===== src/hw/rtl/sha256_pkg.sv =====
`default_nettype none
package sha256_pkg;
    typedef logic [31:0] word_t;

    localparam logic [7:0] PAD_MARK = 8'h80;
    localparam logic [5:0] LEN_POS = 6'd56;

    function automatic word_t round_k(input logic [5:0] t);
        word_t k;
        case (t)
            6'd0: k = 32'h428a2f98; 6'd1: k = 32'h71374491; 6'd2: k = 32'hb5c0fbcf;
            6'd3: k = 32'he9b5dba5; 6'd4: k = 32'h3956c25b; 6'd5: k = 32'h59f111f1;
            6'd6: k = 32'h923f82a4; 6'd7: k = 32'hab1c5ed5; 6'd8: k = 32'hd807aa98;
            6'd9: k = 32'h12835b01; 6'd10: k = 32'h243185be; 6'd11: k = 32'h550c7dc3;
            6'd12: k = 32'h72be5d74; 6'd13: k = 32'h80deb1fe; 6'd14: k = 32'h9bdc06a7;
            6'd15: k = 32'hc19bf174; 6'd16: k = 32'he49b69c1; 6'd17: k = 32'hefbe4786;
            6'd18: k = 32'h0fc19dc6; 6'd19: k = 32'h240ca1cc; 6'd20: k = 32'h2de92c6f;
            6'd21: k = 32'h4a7484aa; 6'd22: k = 32'h5cb0a9dc; 6'd23: k = 32'h76f988da;
            6'd24: k = 32'h983e5152; 6'd25: k = 32'ha831c66d; 6'd26: k = 32'hb00327c8;
            6'd27: k = 32'hbf597fc7; 6'd28: k = 32'hc6e00bf3; 6'd29: k = 32'hd5a79147;
            6'd30: k = 32'h06ca6351; 6'd31: k = 32'h14292967; 6'd32: k = 32'h27b70a85;
            6'd33: k = 32'h2e1b2138; 6'd34: k = 32'h4d2c6dfc; 6'd35: k = 32'h53380d13;
            6'd36: k = 32'h650a7354; 6'd37: k = 32'h766a0abb; 6'd38: k = 32'h81c2c92e;
            6'd39: k = 32'h92722c85; 6'd40: k = 32'ha2bfe8a1; 6'd41: k = 32'ha81a664b;
            6'd42: k = 32'hc24b8b70; 6'd43: k = 32'hc76c51a3; 6'd44: k = 32'hd192e819;
            6'd45: k = 32'hd6990624; 6'd46: k = 32'hf40e3585; 6'd47: k = 32'h106aa070;
            6'd48: k = 32'h19a4c116; 6'd49: k = 32'h1e376c08; 6'd50: k = 32'h2748774c;
            6'd51: k = 32'h34b0bcb5; 6'd52: k = 32'h391c0cb3; 6'd53: k = 32'h4ed8aa4a;
            6'd54: k = 32'h5b9cca4f; 6'd55: k = 32'h682e6ff3; 6'd56: k = 32'h748f82ee;
            6'd57: k = 32'h78a5636f; 6'd58: k = 32'h84c87814; 6'd59: k = 32'h8cc70208;
            6'd60: k = 32'h90befffa; 6'd61: k = 32'ha4506ceb; 6'd62: k = 32'hbef9a3f7;
            default: k = 32'hc67178f2;
        endcase
        return k;
    endfunction

    function automatic word_t init_h(input logic [2:0] i);
        word_t h;
        case (i)
            3'd0: h = 32'h6a09e667; 3'd1: h = 32'hbb67ae85;
            3'd2: h = 32'h3c6ef372; 3'd3: h = 32'ha54ff53a;
            3'd4: h = 32'h510e527f; 3'd5: h = 32'h9b05688c;
            3'd6: h = 32'h1f83d9ab; default: h = 32'h5be0cd19;
        endcase
        return h;
    endfunction

    function automatic word_t rotr(input word_t x, input int unsigned r);
        return (x >> r) | (x << (32 - r));
    endfunction
endpackage
`default_nettype wire


===== src/hw/rtl/sha256_stream_hash_top.sv =====
// channel  | signals                                   | role
// input    | valid ready data_byte byte_present message_end | one message byte word
// output   | valid ready digest_word word_index final_word  | digest words, 8 per message
// A byte word is taken on each valid/ready handshake. Every 64th byte starts a
// block compression (buffer load, 64 rounds, feedforward).
// A message end pads the buffer up to byte 63 one byte per cycle and compresses
// one or two blocks that way, then delivers 8 digest words.
// Memory: 64x8 block buffer; the 16-word schedule window is a shift register.
// Reset loads the initial hash; buffer contents need no clearing.
// ready stays low while padding, while a block is compressed or the digest is delivered.
`default_nettype none
module sha256_stream_hash_top
    import sha256_pkg::*;
(
    input  wire logic        clk,
    input  wire logic        rst_n,
    input  wire logic        valid_in,
    output logic             ready_in,
    input  wire logic [7:0]  data_byte,
    input  wire logic        byte_present,
    input  wire logic        message_end,
    output logic             valid_out,
    input  wire logic        ready_out,
    output logic [31:0]      digest_word,
    output logic [2:0]       word_index,
    output logic             final_word
);
    localparam logic [2:0] S_FILL = 3'd0;
    localparam logic [2:0] S_PAD  = 3'd1;
    localparam logic [2:0] S_LOAD = 3'd2;
    localparam logic [2:0] S_RND  = 3'd3;
    localparam logic [2:0] S_ADD  = 3'd4;
    localparam logic [2:0] S_OUT  = 3'd5;

    logic [2:0]  state_reg;
    logic [5:0]  fill_reg;
    logic [60:0] count_reg;
    logic        ending_reg;
    logic        lenblk_reg;
    logic        mark_reg;
    logic [6:0]  step_reg;
    logic [2:0]  oidx_reg;
    word_t       h_reg [8];
    word_t       v_reg [8];
    word_t       w_reg [16];

    logic [7:0]  buf_mem [64];
    logic [7:0]  buf_rd_reg;
    logic [5:0]  buf_wa;
    logic [7:0]  buf_wd;
    logic        buf_we;
    logic [5:0]  buf_ra;

    logic        acc_in;
    assign ready_in  = (state_reg == S_FILL);
    assign acc_in    = valid_in && ready_in;
    assign valid_out = (state_reg == S_OUT);
    assign digest_word = h_reg[oidx_reg];
    assign word_index  = oidx_reg;
    assign final_word  = (oidx_reg == 3'd7);

    logic [63:0] bits;
    assign bits = {count_reg, 3'b000};

    // padding byte for position fill_reg
    logic [7:0] pad_byte;
    always_comb
    begin
        if (fill_reg >= LEN_POS && lenblk_reg)
            pad_byte = bits[8'd63 - {2'b00, fill_reg[2:0], 3'b000} -: 8];
        else
            pad_byte = 8'h00;
    end

    always_comb
    begin
        buf_we = 1'b0;
        buf_wa = fill_reg;
        buf_wd = data_byte;
        if (state_reg == S_FILL && acc_in && byte_present)
            buf_we = 1'b1;
        else if (state_reg == S_FILL && acc_in && message_end)
        begin
            buf_we = 1'b1;
            buf_wd = PAD_MARK;
        end
        else if (state_reg == S_PAD)
        begin
            buf_we = 1'b1;
            buf_wd = mark_reg ? PAD_MARK : pad_byte;
        end
    end
    assign buf_ra = step_reg[5:0];

    always_ff @(posedge clk)
    begin
        if (buf_we)
            buf_mem[buf_wa] <= buf_wd;
        buf_rd_reg <= buf_mem[buf_ra];
    end

    // load phase: step 0..64, byte read issued at step s, used at s+1
    word_t load_word;
    assign load_word = {w_reg[15][23:0], buf_rd_reg};

    word_t x15, x2, sg0, sg1, wt, big1, ch, big0, maj, t1, t2;
    always_comb
    begin
        x15  = w_reg[1];
        x2   = w_reg[14];
        sg0  = rotr(x15, 7) ^ rotr(x15, 18) ^ (x15 >> 3);
        sg1  = rotr(x2, 17) ^ rotr(x2, 19) ^ (x2 >> 10);
        wt   = (step_reg < 7'd16) ? w_reg[0] : w_reg[0] + sg0 + w_reg[9] + sg1;
        big1 = rotr(v_reg[4], 6) ^ rotr(v_reg[4], 11) ^ rotr(v_reg[4], 25);
        ch   = (v_reg[4] & v_reg[5]) ^ (~v_reg[4] & v_reg[6]);
        t1   = v_reg[7] + big1 + ch + round_k(step_reg[5:0]) + wt;
        big0 = rotr(v_reg[0], 2) ^ rotr(v_reg[0], 13) ^ rotr(v_reg[0], 22);
        maj  = (v_reg[0] & v_reg[1]) ^ (v_reg[0] & v_reg[2]) ^ (v_reg[1] & v_reg[2]);
        t2   = big0 + maj;
    end

    always_ff @(posedge clk or negedge rst_n)
    begin
        if (!rst_n)
        begin
            state_reg  <= S_FILL;
            fill_reg   <= '0;
            count_reg  <= '0;
            ending_reg <= 1'b0;
            lenblk_reg <= 1'b0;
            mark_reg   <= 1'b0;
            step_reg   <= '0;
            oidx_reg   <= '0;
            for (int i = 0; i < 8; i++)
                h_reg[i] <= init_h(3'(i));
        end
        else
        begin
            unique case (state_reg)
                S_FILL:
                begin
                    if (acc_in)
                    begin
                        step_reg <= '0;
                        if (byte_present)
                        begin
                            count_reg <= count_reg + 61'd1;
                            fill_reg  <= fill_reg + 6'd1;
                            ending_reg <= message_end;
                            mark_reg   <= message_end;
                            if (fill_reg == 6'd63)
                                state_reg <= S_LOAD;
                            else if (message_end)
                                state_reg <= S_PAD;
                        end
                        else if (message_end)
                        begin
                            ending_reg <= 1'b1;
                            fill_reg   <= fill_reg + 6'd1;
                            lenblk_reg <= (fill_reg < LEN_POS);
                            if (fill_reg == 6'd63)
                                state_reg <= S_LOAD;
                            else
                                state_reg <= S_PAD;
                        end
                    end
                end
                S_PAD:
                begin
                    // mark still owed after a byte on the end word
                    if (mark_reg)
                    begin
                        mark_reg   <= 1'b0;
                        lenblk_reg <= (fill_reg < LEN_POS);
                    end
                    fill_reg <= fill_reg + 6'd1;
                    if (fill_reg == 6'd63)
                    begin
                        step_reg  <= '0;
                        state_reg <= S_LOAD;
                    end
                end
                S_LOAD:
                begin
                    if (step_reg != 7'd0)
                    begin
                        if (step_reg[1:0] == 2'd1)
                            for (int i = 0; i < 15; i++)
                                w_reg[i] <= w_reg[i + 1];
                        w_reg[15] <= load_word;
                    end
                    if (step_reg == 7'd64)
                    begin
                        step_reg <= '0;
                        for (int i = 0; i < 8; i++)
                            v_reg[i] <= h_reg[i];
                        state_reg <= S_RND;
                    end
                    else
                        step_reg <= step_reg + 7'd1;
                end
                S_RND:
                begin
                    for (int i = 0; i < 15; i++)
                        w_reg[i] <= w_reg[i + 1];
                    w_reg[15] <= wt;
                    v_reg[7] <= v_reg[6];
                    v_reg[6] <= v_reg[5];
                    v_reg[5] <= v_reg[4];
                    v_reg[4] <= v_reg[3] + t1;
                    v_reg[3] <= v_reg[2];
                    v_reg[2] <= v_reg[1];
                    v_reg[1] <= v_reg[0];
                    v_reg[0] <= t1 + t2;
                    step_reg <= step_reg + 7'd1;
                    if (step_reg == 7'd63)
                        state_reg <= S_ADD;
                end
                S_ADD:
                begin
                    for (int i = 0; i < 8; i++)
                        h_reg[i] <= h_reg[i] + v_reg[i];
                    fill_reg <= '0;
                    step_reg <= '0;
                    if (!ending_reg)
                        state_reg <= S_FILL;
                    else if (!lenblk_reg)
                    begin
                        lenblk_reg <= 1'b1;
                        state_reg  <= S_PAD;
                    end
                    else
                    begin
                        oidx_reg  <= '0;
                        state_reg <= S_OUT;
                    end
                end
                S_OUT:
                begin
                    if (ready_out)
                    begin
                        oidx_reg <= oidx_reg + 3'd1;
                        if (oidx_reg == 3'd7)
                        begin
                            for (int i = 0; i < 8; i++)
                                h_reg[i] <= init_h(3'(i));
                            fill_reg   <= '0;
                            count_reg  <= '0;
                            ending_reg <= 1'b0;
                            lenblk_reg <= 1'b0;
                            state_reg  <= S_FILL;
                        end
                    end
                end
                default: state_reg <= S_FILL;
            endcase
        end
    end
endmodule
`default_nettype wire

===== config.mk =====
export PLATFORM = sky130hd
export DESIGN_NAME = sha256_stream_hash_top
export DESIGN_NICKNAME = d
export VERILOG_FILES = /design/src/hw/rtl/sha256_pkg.sv /design/src/hw/rtl/sha256_stream_hash_top.sv
export SDC_FILE = /design/constraint.sdc
export NUM_CORES = 2
export LEC_CHECK = 0
export ABC_AREA = 1
export BUFFER_PORTS_ARGS = -buffer_cell sky130_fd_sc_hd__buf_2
export CORE_ASPECT_RATIO = 0.5
export CORE_UTILIZATION = 50
export DETAILED_ROUTE_END_ITERATION = 8
export HOLD_SLACK_MARGIN = 0.03
export PLACE_DENSITY = 0.71
export SETUP_SLACK_MARGIN = 0.2
export SYNTH_ARGS = -nofsm -noshare
export SYNTH_HDL_FRONTEND = slang
export SYNTH_SLANG_ARGS = --single-unit

===== constraint.sdc =====
create_clock -name clk -period 42.2 [get_ports clk]
set_input_delay 2.11 -clock clk [delete_from_list [all_inputs] [get_ports clk]]
set_output_delay 2.11 -clock clk [all_outputs]
set_load 0.02 [all_outputs]

==> impl_results.md <==
* Layout cell share with drive strength beyond 1 at 6.53%
* Hpwl dp at 236000 um
* Max stage delay cell, worst path: fa_1
* Initial Utilization at 50.5%
* GRT overflow at 0
* Post-Route WL at 322000 um
* I/O pins at 52
* CP required at 42.73 ns
* RSZ-0062 raised after global routing: no
* CTS buffer count at 156
* Die height at 307 um
* Clock Latency Late Sink at 0.85 ns
* Yosys reg bits at 1627
* Slew @ Worst Pin at 1.27 ns
* Final hold vios at 0
* Worst hold path endpoint: w_reg[0][170]$_DFFE_PP_
* FF-to-FF path depth at 47
* CTS tree: done
* Tcrit/Tclk final at 26.7%
* Post-synthesis instance total at 9646
* Reg2reg end: v_reg[0][31]$_DFFE_PP_
* Syn nets at 10.3k
* Sum Neg Setup Slack at 0 ns
* Delay-heaviest family, CP: adder cells
* Status: completed
* Die ar. at 187000 um2
* Hold path depth at 0
* Aggregate global-route resource usage at 33.8%
* Clk sinks at 1627
* FMAX at 88.7 MHz
* Post-CTS setup buffer count at 0
* Register area share after synthesis at 51.0%
* R2R setup slack at 30.92 ns
* Vias at 74.5k
* Layout net count at 10.2k
* Routability cong. at 1.07
* Initial antenna violation count at 13
* Max Slew Vio Count at 0
* Yosys cell types at 71
* Core Rows at 111
* # DRC at 0
* Mapped Area at 92700 um2
* Crit path buffers/inverters at 8
* # resized after CTS at 0
* Prevailing post-synth register cell: edfxtp_1
* Slew margin rel. at 14.4%
* DRT antenna net count at 0
* Hold WC Path Type: reg -> reg
* CTS hold repair buffers at 0
* Clock root buffer: clkbuf_16
* Post-synth EDFFs at 1280
* Max incr delay on CP at 0.54 ns
* Largest net degree at the start of global routing at 210
* DR WL/cell at 26.4 um
* Crit path DAT at 11.80 ns
* Ys async rst share at 20.8%
* Skew final at 0.0863 ns
* CP endpoint kind: flop
* Beginning of the worst hold path: w_reg[0][202]$_DFFE_PP_
* Max-cap violations at 0
* Post-route cell area at 101000 um2
* Vias in the first global route at 69.6k
* Worst Setup Start Kind: flop
* Vias per inst at 6.11
* Crit Path Max Fanout at 6
* RR Startpoint: w_reg[1][212]$_DFFE_PP_
* Mean Syn Cell Area at 9.61 um2
* Area grow syn2layout at 8.47%
* Wire length of the first global-routing pass at 464000 um
* IO Port Bufs at 51
* Commonest cells after routing, fill and taps aside: nand2_1, edfxtp_1, inv_1, o21ai_0, a21oi_1
* DR iter-0 viols at 10.1k
* H-tree Lvls at 4
* CP Class: reg -> reg
* Warnings from Yosys at 0
* DRT Pass-1 Iters at 7
* Setup violators final at 0
* Placed Area at 95600 um2
* Clock-pin slew on the worst setup and hold paths at 0.07 ns
* Min cycle time layout at 11.28 ns
* Die W at 611 um
* Leading cell type in the layout, fill and taps excluded: nand2_1
* Core footprint at 184000 um2
* Clock tree buffer depth at 4
-- per-layer routing --
metal  global-route usage (%)  vias up  wire (um)
li1                         -    33300          -
met1                     49.5    36100     135000
met2                     48.6     4412     134000
met3                     7.90      710      38900
met4                     12.9        6      14200
met5                        0        -         92
-- worst max-delay path by stage --
stage / slack, ns / end / cells after the start / startpoint
after floorplan: 4.21 / w_reg[0][0]$_DFFE_PP_ / 5 / rst_n
after global placement: 31.39 / v_reg[0][31]$_DFFE_PP_ / 47 / w_reg[1][210]$_DFFE_PP_
after detailed placement: 31.32 / v_reg[0][31]$_DFFE_PP_ / 47 / w_reg[1][212]$_DFFE_PP_
after CTS: 31.23 / v_reg[0][31]$_DFFE_PP_ / 47 / w_reg[1][212]$_DFFE_PP_
after global routing: 30.23 / v_reg[0][31]$_DFFE_PP_ / 47 / w_reg[1][212]$_DFFE_PP_
final: 30.92 / v_reg[0][31]$_DFFE_PP_ / 47 / w_reg[1][212]$_DFFE_PP_
-- kinds of logic after synthesis --
group | after synthesis | synth area share (%)
AOI/OAI and AO/OA | 2451 | 15.4
xor gates and xnor gates | 447 | 4.22
adders and majority gates | 623 | 9.96
buffers and inverters | 1580 | 6.45
DFF | 1627 | 51.0
muxes | 1 | 0.0108
and+or+nand+nor | 2917 | 13.0
-- stage by stage --
step,std cells,utilization (%),setup slack (ns),hold slack [ns]
after global placement,11900,52.0,31.39,0.400
after global routing,12200,54.7,30.23,0.387
after floorplan,9646,-,4.21,0.400
after detailed placement,11900,52.0,31.32,0.405
final,12200,54.7,30.92,0.362
after CTS,12200,54.7,31.23,0.369
-- Yosys cell counts, drive strengths merged, types with 135 or more instances --
| master | count | area share (%) |
|---|---|---|
| nand2 | 1665 | 6.8 |
| edfxtp | 1280 | 41 |
| inv | 1221 | 4.9 |
| o21ai | 894 | 4.8 |
| a21oi | 728 | 3.9 |
| nor2 | 635 | 2.6 |
| ha | 411 | 5.5 |
| nand3 | 309 | 1.7 |
| clkbuf | 288 | 1.2 |
| a22oi | 270 | 2.2 |
| xor2 | 240 | 2.3 |
| xnor2 | 207 | 2.0 |
| dfrtp | 203 | 5.5 |
| fa | 197 | 4.3 |
| o22ai | 153 | 1.0 |
| dfstp | 136 | 3.9 |
| nor3 | 135 | 0.77 |
-- final cells by class --
| cell class | count | area, um2 |
|---|---|---|
| Tap cell | 2486 | 3110 |
| Antenna cell | 7 | 17.5 |
| Fill cell | 16200 | 83200 |
| Timing Repair Buffer | 143 | 1030 |
| Sequential cell | 1627 | 47300 |
| Clock buffer | 196 | 4170 |
| Multi-Input combinational cell | 6439 | 39600 |
| Inverter | 1229 | 4630 |
| Clock inverter | 75 | 766 |
-- worst register-to-register path, delay by kind of cell, from the launching register on --
family | cells | cell delay, ns
buffers and inverters | 8 | 0.60
and+or+nand+nor | 16 | 2.17
adders and majority gates | 10 | 4.30
xor gates and xnor gates | 4 | 1.21
DFF | 1 | 0.49
AOI/OAI and AO/OA | 9 | 2.16
Power is left out: the tool's default activity adds up to more than one toggle a clock period on the data nets, which glitch-free logic cannot reach.
